$ cat src/byte_pattern_search_unit_defines.svh
// Assertion helpers shared by the RTL files.
// All checks are clocked on clk and held off while arst_n is low.
`ifndef BYTE_PATTERN_SEARCH_UNIT_DEFINES_SVH
`define BYTE_PATTERN_SEARCH_UNIT_DEFINES_SVH

// Same-cycle implication.
`define BPS_ASSERT_NOW(label, ante, cons, msg) \
	label: assert property (@(posedge clk) disable iff (!arst_n) (ante) |-> (cons)) \
		else $error(msg);

// Next-cycle implication.
`define BPS_ASSERT_NEXT(label, ante, cons, msg) \
	label: assert property (@(posedge clk) disable iff (!arst_n) (ante) |=> (cons)) \
		else $error(msg);

`endif

$ cat src/bps_pkg.sv
`default_nettype none

package bps_pkg;

	localparam int MAX_PATTERN_BYTES_DEF = 16;
	localparam int MAX_BUFFER_BYTES_DEF  = 65536;

	// Pattern bytes held in the configuration registers
	localparam int PATTERN_SLOTS = 16;
	localparam int LEN_W         = 5;
	localparam int INDEX_W       = 16;
	localparam int CFG_DATA_W    = 64;
	localparam int CFG_ADDR_W    = 3;

	typedef enum logic [CFG_ADDR_W-1:0] {
		REG_PATTERN_LOW      = 3'd0,
		REG_PATTERN_HIGH     = 3'd1,
		REG_PATTERN_LENGTH   = 3'd2,
		REG_CASE_INSENSITIVE = 3'd3,
		REG_START_INDEX      = 3'd4
	} cfg_reg_t;

	typedef struct packed {
		logic [PATTERN_SLOTS-1:0][7:0] pattern;
		logic [LEN_W-1:0]              length;
		logic                          case_insensitive;
		logic [INDEX_W-1:0]            start_index;
	} cfg_t;

	typedef struct packed {
		logic               found;
		logic [INDEX_W-1:0] match_index;
	} result_t;

	// ASCII upper case to lower case when folding is on
	function automatic logic [7:0] fold_byte(input logic [7:0] b, input logic ci);
		if (ci && (b inside {[8'h41:8'h5A]}))
			return b + 8'h20;
		return b;
	endfunction

endpackage

`default_nettype wire

$ cat src/byte_pattern_search_unit.sv
// A result goes from the input register through the window compare into the output register.
// One byte per cycle via the combinational compare, unless a result finds the output full.
// The input register takes a new byte while a result waits in the output register.
// Reset (arst_n low, async): configuration registers, buffer position and match flag
// return to zero, both stages empty; the window holds no reset value and needs none.
`default_nettype none

`include "byte_pattern_search_unit_defines.svh"

module byte_pattern_search_unit #(
	parameter int MAX_PATTERN_BYTES = bps_pkg::MAX_PATTERN_BYTES_DEF,
	parameter int MAX_BUFFER_BYTES  = bps_pkg::MAX_BUFFER_BYTES_DEF
) (
	input  wire logic                           clk,
	input  wire logic                           arst_n,
	input  wire logic                           cfg_we,
	input  wire logic [bps_pkg::CFG_ADDR_W-1:0] cfg_index,
	input  wire logic [bps_pkg::CFG_DATA_W-1:0] cfg_data,
	input  wire logic                           in_valid,
	output logic                                in_ready,
	input  wire logic [7:0]                     data_byte,
	input  wire logic                           last,
	output logic                                out_valid,
	input  wire logic                           out_ready,
	output logic                                found,
	output logic [bps_pkg::INDEX_W-1:0]         match_index
);
	import bps_pkg::*;

	cfg_t    cfg;
	result_t result;

	logic       in_valid_s1;
	logic [7:0] data_byte_s1;
	logic       last_s1;
	logic       emit, advance, res_ready;

	bps_cfg_regs u_cfg (
		.clk       (clk),
		.arst_n    (arst_n),
		.cfg_we    (cfg_we),
		.cfg_index (cfg_index),
		.cfg_data  (cfg_data),
		.cfg       (cfg)
	);

	// byte leaves the input register unless its result has nowhere to go
	assign advance  = in_valid_s1 && (!emit || res_ready);
	assign in_ready = !in_valid_s1 || advance;

	always_ff @(posedge clk or negedge arst_n) begin
		if (!arst_n)
			in_valid_s1 <= 1'b0;
		else if (in_ready)
			in_valid_s1 <= in_valid;
	end

	always_ff @(posedge clk) begin
		if (in_valid && in_ready) begin
			data_byte_s1 <= data_byte;
			last_s1      <= last;
		end
	end

	bps_match_core #(
		.MAX_PATTERN_BYTES (MAX_PATTERN_BYTES),
		.MAX_BUFFER_BYTES  (MAX_BUFFER_BYTES)
	) u_core (
		.clk       (clk),
		.arst_n    (arst_n),
		.cfg       (cfg),
		.advance   (advance),
		.data_byte (data_byte_s1),
		.last      (last_s1),
		.emit      (emit),
		.result    (result)
	);

	bps_result_reg u_out (
		.clk         (clk),
		.arst_n      (arst_n),
		.load_valid  (advance && emit),
		.load_ready  (res_ready),
		.load_data   (result),
		.out_valid   (out_valid),
		.out_ready   (out_ready),
		.found       (found),
		.match_index (match_index)
	);

	`BPS_ASSERT_NOW(a_stall_only_on_result, in_valid_s1 && !advance, emit && !res_ready, "stall without pending result")
	`BPS_ASSERT_NEXT(a_result_loaded, advance && emit, out_valid, "result lost")

endmodule

`default_nettype wire

$ cat src/bps_cfg_regs.sv
`default_nettype none

module bps_cfg_regs (
	input  wire logic                           clk,
	input  wire logic                           arst_n,
	input  wire logic                           cfg_we,
	input  wire logic [bps_pkg::CFG_ADDR_W-1:0] cfg_index,
	input  wire logic [bps_pkg::CFG_DATA_W-1:0] cfg_data,
	output bps_pkg::cfg_t                       cfg
);
	import bps_pkg::*;

	cfg_t cfg_q;

	always_ff @(posedge clk or negedge arst_n) begin
		if (!arst_n) begin
			cfg_q <= '0;
		end else if (cfg_we) begin
			case (cfg_index)
				REG_PATTERN_LOW:      cfg_q.pattern[7:0]  <= cfg_data;
				REG_PATTERN_HIGH:     cfg_q.pattern[15:8] <= cfg_data;
				REG_PATTERN_LENGTH:   cfg_q.length <= cfg_data[LEN_W-1:0];
				REG_CASE_INSENSITIVE: cfg_q.case_insensitive <= cfg_data[0];
				REG_START_INDEX:      cfg_q.start_index <= cfg_data[INDEX_W-1:0];
				default: ;
			endcase
		end
	end

	assign cfg = cfg_q;

endmodule

`default_nettype wire

$ cat src/bps_match_core.sv
`default_nettype none

`include "byte_pattern_search_unit_defines.svh"

module bps_match_core #(
	parameter int MAX_PATTERN_BYTES = bps_pkg::MAX_PATTERN_BYTES_DEF,
	parameter int MAX_BUFFER_BYTES  = bps_pkg::MAX_BUFFER_BYTES_DEF
) (
	input  wire logic       clk,
	input  wire logic       arst_n,
	input  bps_pkg::cfg_t   cfg,
	input  wire logic       advance,
	input  wire logic [7:0] data_byte,
	input  wire logic       last,
	output logic            emit,
	output bps_pkg::result_t result
);
	import bps_pkg::*;

	localparam int POS_W = $clog2(MAX_BUFFER_BYTES + 1);
	localparam int CNT_W = $clog2(MAX_PATTERN_BYTES + 1);
	localparam int CMP_W = (POS_W > INDEX_W) ? POS_W : INDEX_W;
	localparam int CW    = (CNT_W > LEN_W) ? CNT_W : LEN_W;

	logic [MAX_PATTERN_BYTES-1:0][7:0] win_q, win_n;
	logic [POS_W-1:0]                  pos_q;
	logic [CNT_W-1:0]                  cnt_q, cnt_n;
	logic                              matched_q;

	logic                         active, counting, len_ok, match;
	logic [MAX_PATTERN_BYTES-1:0] eq;
	logic [CMP_W-1:0]             idx_w;

	// newest byte sits in entry 0
	always_comb begin
		win_n[0] = data_byte;
		for (int i = 1; i < MAX_PATTERN_BYTES; i++)
			win_n[i] = win_q[i-1];
	end

	assign active   = !matched_q && (pos_q < POS_W'(MAX_BUFFER_BYTES));
	assign counting = (CMP_W'(pos_q) >= CMP_W'(cfg.start_index)) &&
	                  (cnt_q < CNT_W'(MAX_PATTERN_BYTES));
	assign cnt_n    = counting ? cnt_q + 1'b1 : cnt_q;
	assign len_ok   = (cfg.length != '0) &&
	                  (CW'(cfg.length) <= CW'(MAX_PATTERN_BYTES)) &&
	                  (CW'(cnt_n) >= CW'(cfg.length));

	// window entry j lines up with pattern byte length-1-j
	always_comb begin
		int         k;
		logic [7:0] pb;
		for (int j = 0; j < MAX_PATTERN_BYTES; j++) begin
			k  = int'(cfg.length) - 1 - j;
			pb = 8'h00;
			if (k >= 0 && k < PATTERN_SLOTS)
				pb = cfg.pattern[k[3:0]];
			eq[j] = (j >= int'(cfg.length)) ||
			        (fold_byte(win_n[j], cfg.case_insensitive) ==
			         fold_byte(pb, cfg.case_insensitive));
		end
	end

	assign match = active && len_ok && (&eq);
	assign emit  = match || (last && !matched_q);
	assign idx_w = CMP_W'(pos_q) + CMP_W'(1) - CMP_W'(cfg.length);

	assign result.found       = match;
	assign result.match_index = match ? idx_w[INDEX_W-1:0] : '0;

	always_ff @(posedge clk or negedge arst_n) begin
		if (!arst_n) begin
			pos_q     <= '0;
			cnt_q     <= '0;
			matched_q <= 1'b0;
		end else if (advance) begin
			if (last) begin
				pos_q     <= '0;
				cnt_q     <= '0;
				matched_q <= 1'b0;
			end else if (active) begin
				pos_q     <= pos_q + 1'b1;
				cnt_q     <= cnt_n;
				matched_q <= match;
			end
		end
	end

	// only counted bytes are compared, so the window needs no clear
	always_ff @(posedge clk) begin
		if (advance && active)
			win_q <= win_n;
	end

	`BPS_ASSERT_NEXT(a_match_latches, advance && match && !last, matched_q, "match not latched")
	`BPS_ASSERT_NOW(a_single_match, matched_q, !match, "second match in one buffer")
	`BPS_ASSERT_NOW(a_count_bound, 1'b1, cnt_q <= CNT_W'(MAX_PATTERN_BYTES), "count overrun")

endmodule

`default_nettype wire

$ cat src/bps_result_reg.sv
`default_nettype none

module bps_result_reg (
	input  wire logic        clk,
	input  wire logic        arst_n,
	input  wire logic        load_valid,
	output logic             load_ready,
	input  bps_pkg::result_t load_data,
	output logic             out_valid,
	input  wire logic        out_ready,
	output logic             found,
	output logic [bps_pkg::INDEX_W-1:0] match_index
);
	import bps_pkg::*;

	logic    valid_q;
	result_t data_q;

	assign load_ready = !valid_q || out_ready;

	always_ff @(posedge clk or negedge arst_n) begin
		if (!arst_n)
			valid_q <= 1'b0;
		else if (load_ready)
			valid_q <= load_valid;
	end

	always_ff @(posedge clk) begin
		if (load_valid && load_ready)
			data_q <= load_data;
	end

	assign out_valid   = valid_q;
	assign found       = data_q.found;
	assign match_index = data_q.match_index;

endmodule

`default_nettype wire
$ cat config.mk
export PLATFORM = sky130hd
export DESIGN_NAME = byte_pattern_search_unit
export DESIGN_NICKNAME = d
export VERILOG_FILES = /design/src/bps_pkg.sv /design/src/byte_pattern_search_unit.sv /design/src/bps_cfg_regs.sv /design/src/bps_match_core.sv /design/src/bps_result_reg.sv
export VERILOG_INCLUDE_DIRS = /design/src /design/src/src
export SDC_FILE = /design/constraint.sdc
export NUM_CORES = 1
export LEC_CHECK = 0
export BUFFER_PORTS_ARGS = -buffer_cell sky130_fd_sc_hd__clkbuf_2
export CAP_MARGIN = 40
export CORE_MARGIN = 2
export CORE_UTILIZATION = 40
export CTS_CLUSTER_DIAMETER = 120
export DETAILED_ROUTE_END_ITERATION = 10
export SYNTH_ARGS = -nofsm -noshare
export SYNTH_HDL_FRONTEND = slang
export SYNTH_SLANG_ARGS = --single-unit
$ cat constraint.sdc
create_clock -name clk -period 14.2 [get_ports clk]
set_input_delay 0.71 -clock clk [delete_from_list [all_inputs] [get_ports clk]]
set_output_delay 0.71 -clock clk [all_outputs]
set_load 0.01 [all_outputs]
; ---- Word-level counts from Yosys, hierarchy flattened
; Cells that the tools add are included.
[word_totals]
register_bits = 321
in_bits = 81
out_inout_bits = 19
word_cells = 524
[classes]
n_addsub = 51
n_lt_le_gt_ge = 133
n_eq_ne = 20
n_mux = 151
reduce_logical = 126
[ops]
columns = cell, n
row1 = 8-bit 2-to-1 mux, 96
row2 = 8-bit binary-select mux with 4-bit select, 16
row3 = "32-bit by 1-bit >= comparator with 1-bit output, second input constant", 16
row4 = "32-bit by 6-bit < comparator with 1-bit output, second input constant", 16
row5 = "8-bit by 6-bit adder with 8-bit output, second input constant", 32
row6 = "8-bit by 7-bit >= comparator with 1-bit output, second input constant", 32
row7 = "8-bit by 7-bit <= comparator with 1-bit output, second input constant", 32
row8 = "32-bit by 5-bit subtractor with 32-bit output, second input constant", 8
row9 = 8-bit == test, 16
row10 = "32-bit by 4-bit subtractor with 32-bit output, second input constant", 4
row11 = 1-bit logical AND, 92
row12 = "4-bit by 5-bit < comparator with 1-bit output, second input constant", 16
row13 = "32-bit by 3-bit subtractor with 32-bit output, second input constant", 2
row14 = "4-bit by 5-bit >= comparator with 1-bit output, first input constant", 8
row15 = 1-bit 2-to-1 mux, 34
row16 = 17-bit 2-to-1 mux, 2
row17 = "32-bit by 2-bit subtractor with 32-bit output, second input constant", 1
row18 = "3-bit by 5-bit >= comparator with 1-bit output, first input constant", 4
row19 = 1-bit logical OR, 20
row20 = "17-bit by 1-bit adder with 17-bit output, second input constant", 1
row21 = 17-bit by 16-bit >= comparator with 1-bit output, 1
row22 = "17-bit < comparator, second input constant", 1
row23 = 16-bit AND reduction, 1
row24 = 16-bit by 5-bit subtractor with 16-bit output, 1
row25 = 16 further kinds, 29

; ---- Longest topological paths before layout
[depth]
depth_word = 20
depth_mapped = 42
ltp_nobuf = 31

; ---- Cells and area by module
; From an unflattened synthesis, not the netlist that was laid out.
[hier_totals]
hier_cells = 2659
area_unflattened_um2 = 28244.6
[by_module_without_submodules]
columns = module, instances, cells_each, area_each_um2, seq_area_each_um2
row1 = bps_match_core, 1, 2301, 21041.4, 4179.0
row2 = bps_cfg_regs, 1, 321, 6289.8, 3753.6
row3 = bps_result_reg, 1, 21, 564.3, 535.5
row4 = byte_pattern_search_unit, 1, 16, 349.1, 295.3

; ---- Worst setup path after synthesis
; OpenSTA, ideal clock, no wires.
[synth_timing]
path_type = register -> register
start = reg u_cfg.cfg_q (netlist bit u_cfg.cfg[17])
end = reg u_core.win_q (netlist bit u_core.win_n[100]), enable pin
arrival_ps = 9790
required_ps = 13726
slack_ps = 3935
path_stages_with_launch = 41
path_buffers = 14
cell_sequence = dfrtp_1 -> buf_6 -> buf_8 -> buf_8 -> inv_2 -> buf_4 -> buf_4 -> buf_2 -> ha_1 -> buf_2 -> xor2_1 -> inv_1 -> buf_2 -> buf_2 -> buf_1 -> buf_1 -> clkbuf_1 -> ha_1 -> [5 not listed] -> inv_1 -> ha_1 -> nor4b_1 -> nand3_1 -> a211oi_1 -> and2_1 -> ha_1 -> nor4b_1 -> a31o_2 -> nor4_1 -> o21ai_1 -> a31oi_1 -> nand3_1 -> or3_1 -> buf_6 -> inv_6 -> nor2_2 -> o211a_1
[synth_via]
elab_chain_cells = 19
[synth_rtl]
columns = element, line
row1 = from (decl), bps_cfg_regs.sv:13  ; cfg_t cfg_q;
row2 = 5-bit by 1-bit subtractor with 6-bit output, bps_match_core.sv:54  ; k = int'(cfg.length) - 1 - j;
row3 = 32-bit by 2-bit subtractor with 32-bit output (tied with other cells), bps_match_core.sv:54
row4 = 32-bit by 1-bit >= comparator with 1-bit output (tied with other cells), bps_match_core.sv:56  ; if (k >= 0 && k < PATTERN_SLOTS)
row5 = 1-bit logical AND or 8-bit 2-to-1 mux (tied branches), "bps_match_core.sv:56, bps_match_core.sv:57"
row6 = 8-bit 2-to-1 mux, bps_match_core.sv:56
row7 = 8-bit by 7-bit >= comparator with 1-bit output or 8-bit by 7-bit <= comparator with 1-bit output (tied branches), bps_pkg.sv:37  ; if (ci && (b inside {[8'h41:8'h5A]}))
row8 = 1-bit logical AND (2 in a row), bps_pkg.sv:37
row9 = 1-bit 2-to-1 mux, bps_pkg.sv:37
row10 = [3 not listed], --
row11 = 16-bit AND reduction, bps_match_core.sv:64  ; assign match = active && len_ok && (&eq);
row12 = 1-bit logical AND (*), bps_match_core.sv:64
row13 = net u_core.match, bps_match_core.sv:30  ; logic active, counting, len_ok, match;
row14 = 1-bit logical OR (*), bps_match_core.sv:65  ; assign emit = match || (last && !matched_q);
row15 = 1-bit logical NOT (*), byte_pattern_search_unit.sv:48  ; assign advance = in_valid_s1 && (!emit || res_ready);
row16 = 1-bit logical OR (*), byte_pattern_search_unit.sv:48
row17 = 1-bit logical AND (*), byte_pattern_search_unit.sv:48
row18 = 1-bit logical AND (*), bps_match_core.sv:91  ; if (advance && active)
row19 = to (signal assigned), bps_match_core.sv:92  ; win_q <= win_n;
row20 = to (decl), bps_match_core.sv:25  ; logic [MAX_PATTERN_BYTES-1:0][7:0] win_q, win_n;
; The timed path passes the listed nets; every way through them passes the cells marked *. The select of a mux whose other input is x is not followed.
; A chain may end at the register's enable or synchronous reset.

; ---- Worst setup path in the final report
[layout_timing]
start = reg u_cfg.cfg_q (netlist bit u_cfg.cfg[18])
end = out in_ready
[layout_via]
elab_chain_cells = 19
[layout_rtl]
columns = element, line
row1 = 5-bit by 1-bit subtractor with 6-bit output, bps_match_core.sv:54
row2 = 32-bit by 2-bit subtractor with 32-bit output (tied with other cells), bps_match_core.sv:54
row3 = 32-bit by 1-bit >= comparator with 1-bit output (tied with other cells), bps_match_core.sv:56
row4 = 1-bit logical AND or 8-bit 2-to-1 mux (tied branches), "bps_match_core.sv:56, bps_match_core.sv:57"
row5 = 8-bit 2-to-1 mux, bps_match_core.sv:56
row6 = 8-bit by 7-bit >= comparator with 1-bit output or 8-bit by 7-bit <= comparator with 1-bit output (tied branches), bps_pkg.sv:37
row7 = 1-bit logical AND (2 in a row), bps_pkg.sv:37
row8 = 1-bit 2-to-1 mux, bps_pkg.sv:37
row9 = [3 not listed], --
row10 = 16-bit AND reduction, bps_match_core.sv:64
row11 = 1-bit logical AND (*), bps_match_core.sv:64
row12 = net u_core.match, bps_match_core.sv:30
row13 = 1-bit logical OR (*), bps_match_core.sv:65
row14 = 1-bit logical NOT (*), byte_pattern_search_unit.sv:48
row15 = 1-bit logical OR (*), byte_pattern_search_unit.sv:48
row16 = 1-bit logical AND (*), byte_pattern_search_unit.sv:48
row17 = 1-bit logical OR (*), byte_pattern_search_unit.sv:49  ; assign in_ready = !in_valid_s1 || advance;
row18 = to (decl), byte_pattern_search_unit.sv:20  ; output logic in_ready,
; Marks and branches as above.

==> impl_summary.md <==
Routing
The remaining antenna violation count after routing is 0. Detailed routing inserted a total of 26667 vias. The number of vias per cell is 6.53. The detailed-router iteration count before antenna repair is 6. In the routed design, unresolved DRC markers number 0. The final layout contains routed wiring with a total length of 114000 um. The detailed-route wire length per cell is 27.8 um. The initial DRC count is between 3000 and 4000.

Floorplanning
The initialized floorplan defines 101 standard-cell rows. The floorplan step set the die width to 279 um. Once the floorplan was initialized, standard cells occupied between 40% and 50% of the core. The chip height is 279 um. In this run the count of I/O pins placed on the die edge is 100. After floorplanning, the core was sized to cover 75600 um^2. The full die area is 78100 um^2.

Timing
The worst path uses between 70% and 80% of the clock period. The final period demand of the worst path is 10450 ps. Setup violations remaining at the end of the flow were counted as 0. The worst clock skew on the final layout is roughly 18 ps. The achievable clock frequency is 95.7 MHz.

Hold is met by about 320 ps. Setup repair after global routing left no endpoint under its margin. The final count of pins violating max slew is 0. The final count of hold timing violations is 0. The worst pin sits at a relative slew slack of 31.9%.

The worst-margin pin slew is roughly 1000 ps. Setup total negative slack on the finished layout was measured at 0 ps.

Global route
The via count of the first global-routing pass was 24785. Summed over all layers, the global routing overflow is 0. The maximum number of pins on one net before global-route repair is 154.

The first global-routing pass estimated 167000 um of wire. The total track usage is approximately 29%. The initial antenna violation count is 2.

Yosys
The post-synthesis adder-cell area fraction is 6.29%. The mapped cell area is 30300 um^2. The proportion of synthesized flip-flops having asynchronous set or reset is 54.5%. The average cell area after synthesis is 9.98 um^2.

After synthesis, the largest family of logic cells by area is multiplexers. Synthesis inferred 321 register bits. The area fraction in compound gates after synthesis is 15.0%. The sequential fraction of the synthesis area is between 20% and 30%. Synthesis instantiated 108 different standard cells from the library. Multiplexer cells account for 24.7% of the synthesized area. The post-synthesis net count is 3274. Among all flip-flop cells after synthesis, the most frequent one is dfrtp_1. The count of mapped cells out of synthesis is just over 3000. The number of warnings reported in the yosys synthesis log is 0.

Of the total synthesized cell area, the portion taken by XOR and XNOR cells is 4.45%. The synthesized-area fraction occupied by and/or/nand/nor cells is 16.5%. The number of flops mapped to enable cells by yosys is 146.

Finish
The commonest non-fill, non-tap cell in the layout is nand2_1. The share of final-layout standard cells stronger than drive strength 1 is 21.1%. The post-synthesis to final-layout area growth is 9.03%. After the flow finishes, the layout carries non-filler instances totaling 4084. The repair_antennas step left the layout with diodes totalling 0. The fraction of the core area covered by cells at the end of the flow is between 40% and 50%. Leaving out fill and tap cells, the most frequent cells in the layout are nand2_1, mux2_2, mux2i_1. The final net count is 3312.

Worst setup path
Of all nets on the critical path, the largest fanout is around 50. The worst setup path is launched from a flop. For the worst setup path, the data required time is 13490 ps. The total number of cells along the worst setup path is 32. The number of cells on the worst reg-to-reg path is 32. The kind of cell adding the most delay to the critical path is simple AND/OR/NAND/NOR gates. The type of the worst setup path is reg2out. The most common cell type on the critical path is ha_1. Together, buffers and inverters on the worst path number 7. On the worst path, the slowest cell contributes a delay of 930 ps. The data arrival time of the critical path is 9740 ps. The worst setup path is captured at an output port.

For this design, the slowest cell found on the critical path is dfrtp_1.

Run
Across the run, the number of max-cap violations was 0.

Power and ir drop
VDD sags by at most 0.000126 V. The power after layout is 7020 uW. For this design the ratio of total power to cell area is roughly 210 nW/um^2.

The static leakage is around 0.013 uW.

Clock tree
No sink is reached through more buffers than the 3 on the longest clock path. Clock tree synthesis selected as its root buffer the cell clkbuf_16. The H-tree level count is 2. The number of buffers added by the clock tree synthesis step is 36. Once the clock tree was built, the setup fixing pass inserted 0 buffers. CTS saw 321 sinks. The CTS tree is yes.

After clock tree synthesis, the clock-pin slew on the worst setup and hold paths is 60 ps. The later pin in the worst-skew pair is clocked with a latency of ~570 ps.

Hold path
Along the worst hold path, the cell count comes to 1. The path class of the tightest hold or removal check is in2reg.

Outcome
The run finished with clean final reports.

Placement
The quantity of I/O buffers inserted on ports is 99. At the end of routability-driven placement, the weighted congestion stood at 1.07. After detailed placement, the design holds a cell count of 4016. The HPWL reported at the end of detailed placement is 88500 um.
-- stage by stage --
stage               setup slack [ps]  instance area, um^2
global route                    3240                33100
CTS                             4000                33100
finish                          3750                33100
detailed placement              4160                31900
global placement                3900                31700
floorplan                       3940                30300
-- synth_stat cells (14+ instances only) --
master	n	area share, %
o21a_1	30	0.74
and3_1	22	0.45
o22ai_1	25	0.52
ha_1	151	6.2
and2_1	26	0.54
mux4_2	146	11
o31ai_1	16	0.40
nor4b_1	23	0.66
o211ai_1	26	0.64
a211oi_1	38	0.94
mux2_2	204	7.6
nand2_1	246	3.0
nand3_1	89	1.5
nor4_1	28	0.58
nand2b_1	27	0.56
dfrtp_1	175	14
or3_1	28	0.58
or2_2	22	0.45
a31oi_1	28	0.58
mux2i_1	192	6.3
xor2_1	54	1.6
buf_2	52	0.86
xnor2_1	79	2.3
nand4_1	33	0.68
o21ai_0	166	2.7
nand3b_1	15	0.37
a21o_1	24	0.59
nor3_1	91	1.5
a22oi_1	14	0.35
nor2_1	182	2.3
a21oi_1	110	1.8
clkbuf_1	71	0.88
buf_1	18	0.22
inv_1	95	1.2
nor2b_1	37	0.76
edfxtp_1	146	14
-- flip-flops by register name, summed over array words and instances, names as in the netlist --
| name | cells |
|---|---|
| data_byte_s1 | 8 |
| in_valid_s1 | 1 |
| last_s1 | 1 |
| u_cfg.cfg | 150 |
| u_core.cnt_q | 5 |
| u_core.matched_q | 1 |
| u_core.pos_q | 17 |
| u_core.win_n | 120 |
| u_out.found | 1 |
| u_out.match_index | 16 |
| u_out.out_valid | 1 |
-- per-layer routing --
layer / part of all wire, % / up-vias / global-route usage, %
li1: - / 11854 / -
met1: 41 / 13139 / 38.6
met2: 43 / 1372 / 43.2
met3: 10 / 302 / 6.91
met4: 5.9 / 0 / 14.4
met5: 0 / - / 0
-- cells by family (layout without fill, tap and decap cells) --
group           Yosys count  in the layout
flops                   321            321
mux                     542            542
fa+ha+maj               152            152
buf+inv                 270            335
simple gates            953            953
compound gates          661            661
xor+xnor                142            142
-- area by class of cell --
class,count,area (um^2)
clock buffer,42,945
clock inverter,23,234
fill,7257,42500
inverter,101,384
multi-input combinational,2450,20400
sequential,321,8770
tap,978,1220
timing repair buffer,169,1090
-- worst paths after layout --
kind / slack (ps) / start / to
min in group asynchronous: 570 / arst_n / u_core.pos_q[10]
hold / removal: 320 / data_byte[6] / data_byte_s1[6]
hold reg to reg: 470 / u_core.win_n[55] / u_core.win_n[63]
max in group asynchronous: 12200 / arst_n / u_cfg.cfg[126]
setup reg to reg: 3830 / u_cfg.cfg[18] / u_core.win_n[95]
setup / recovery: 3750 / u_cfg.cfg[18] / in_ready
-- report_power, final --
| group | total [uW] | switching [uW] | internal [uW] | leakage (uW) |
|---|---|---|---|---|
| sequential | 1300 | 189 | 1110 | 0.00356 |
| clock | 965 | 412 | 553 | 0.000570 |
| combinational | 4760 | 3030 | 1720 | 0.00872 |
-- timing repair --
action | 4_1_cts | 5_1_grt
endpoints found under the hold margin | 20 | 0
hold buffers | 1 | 0
setup endpoints to repair | 0 | 0
resized for setup | 0 | 0
No activity file was read; power rests on OpenSTA's default activity.
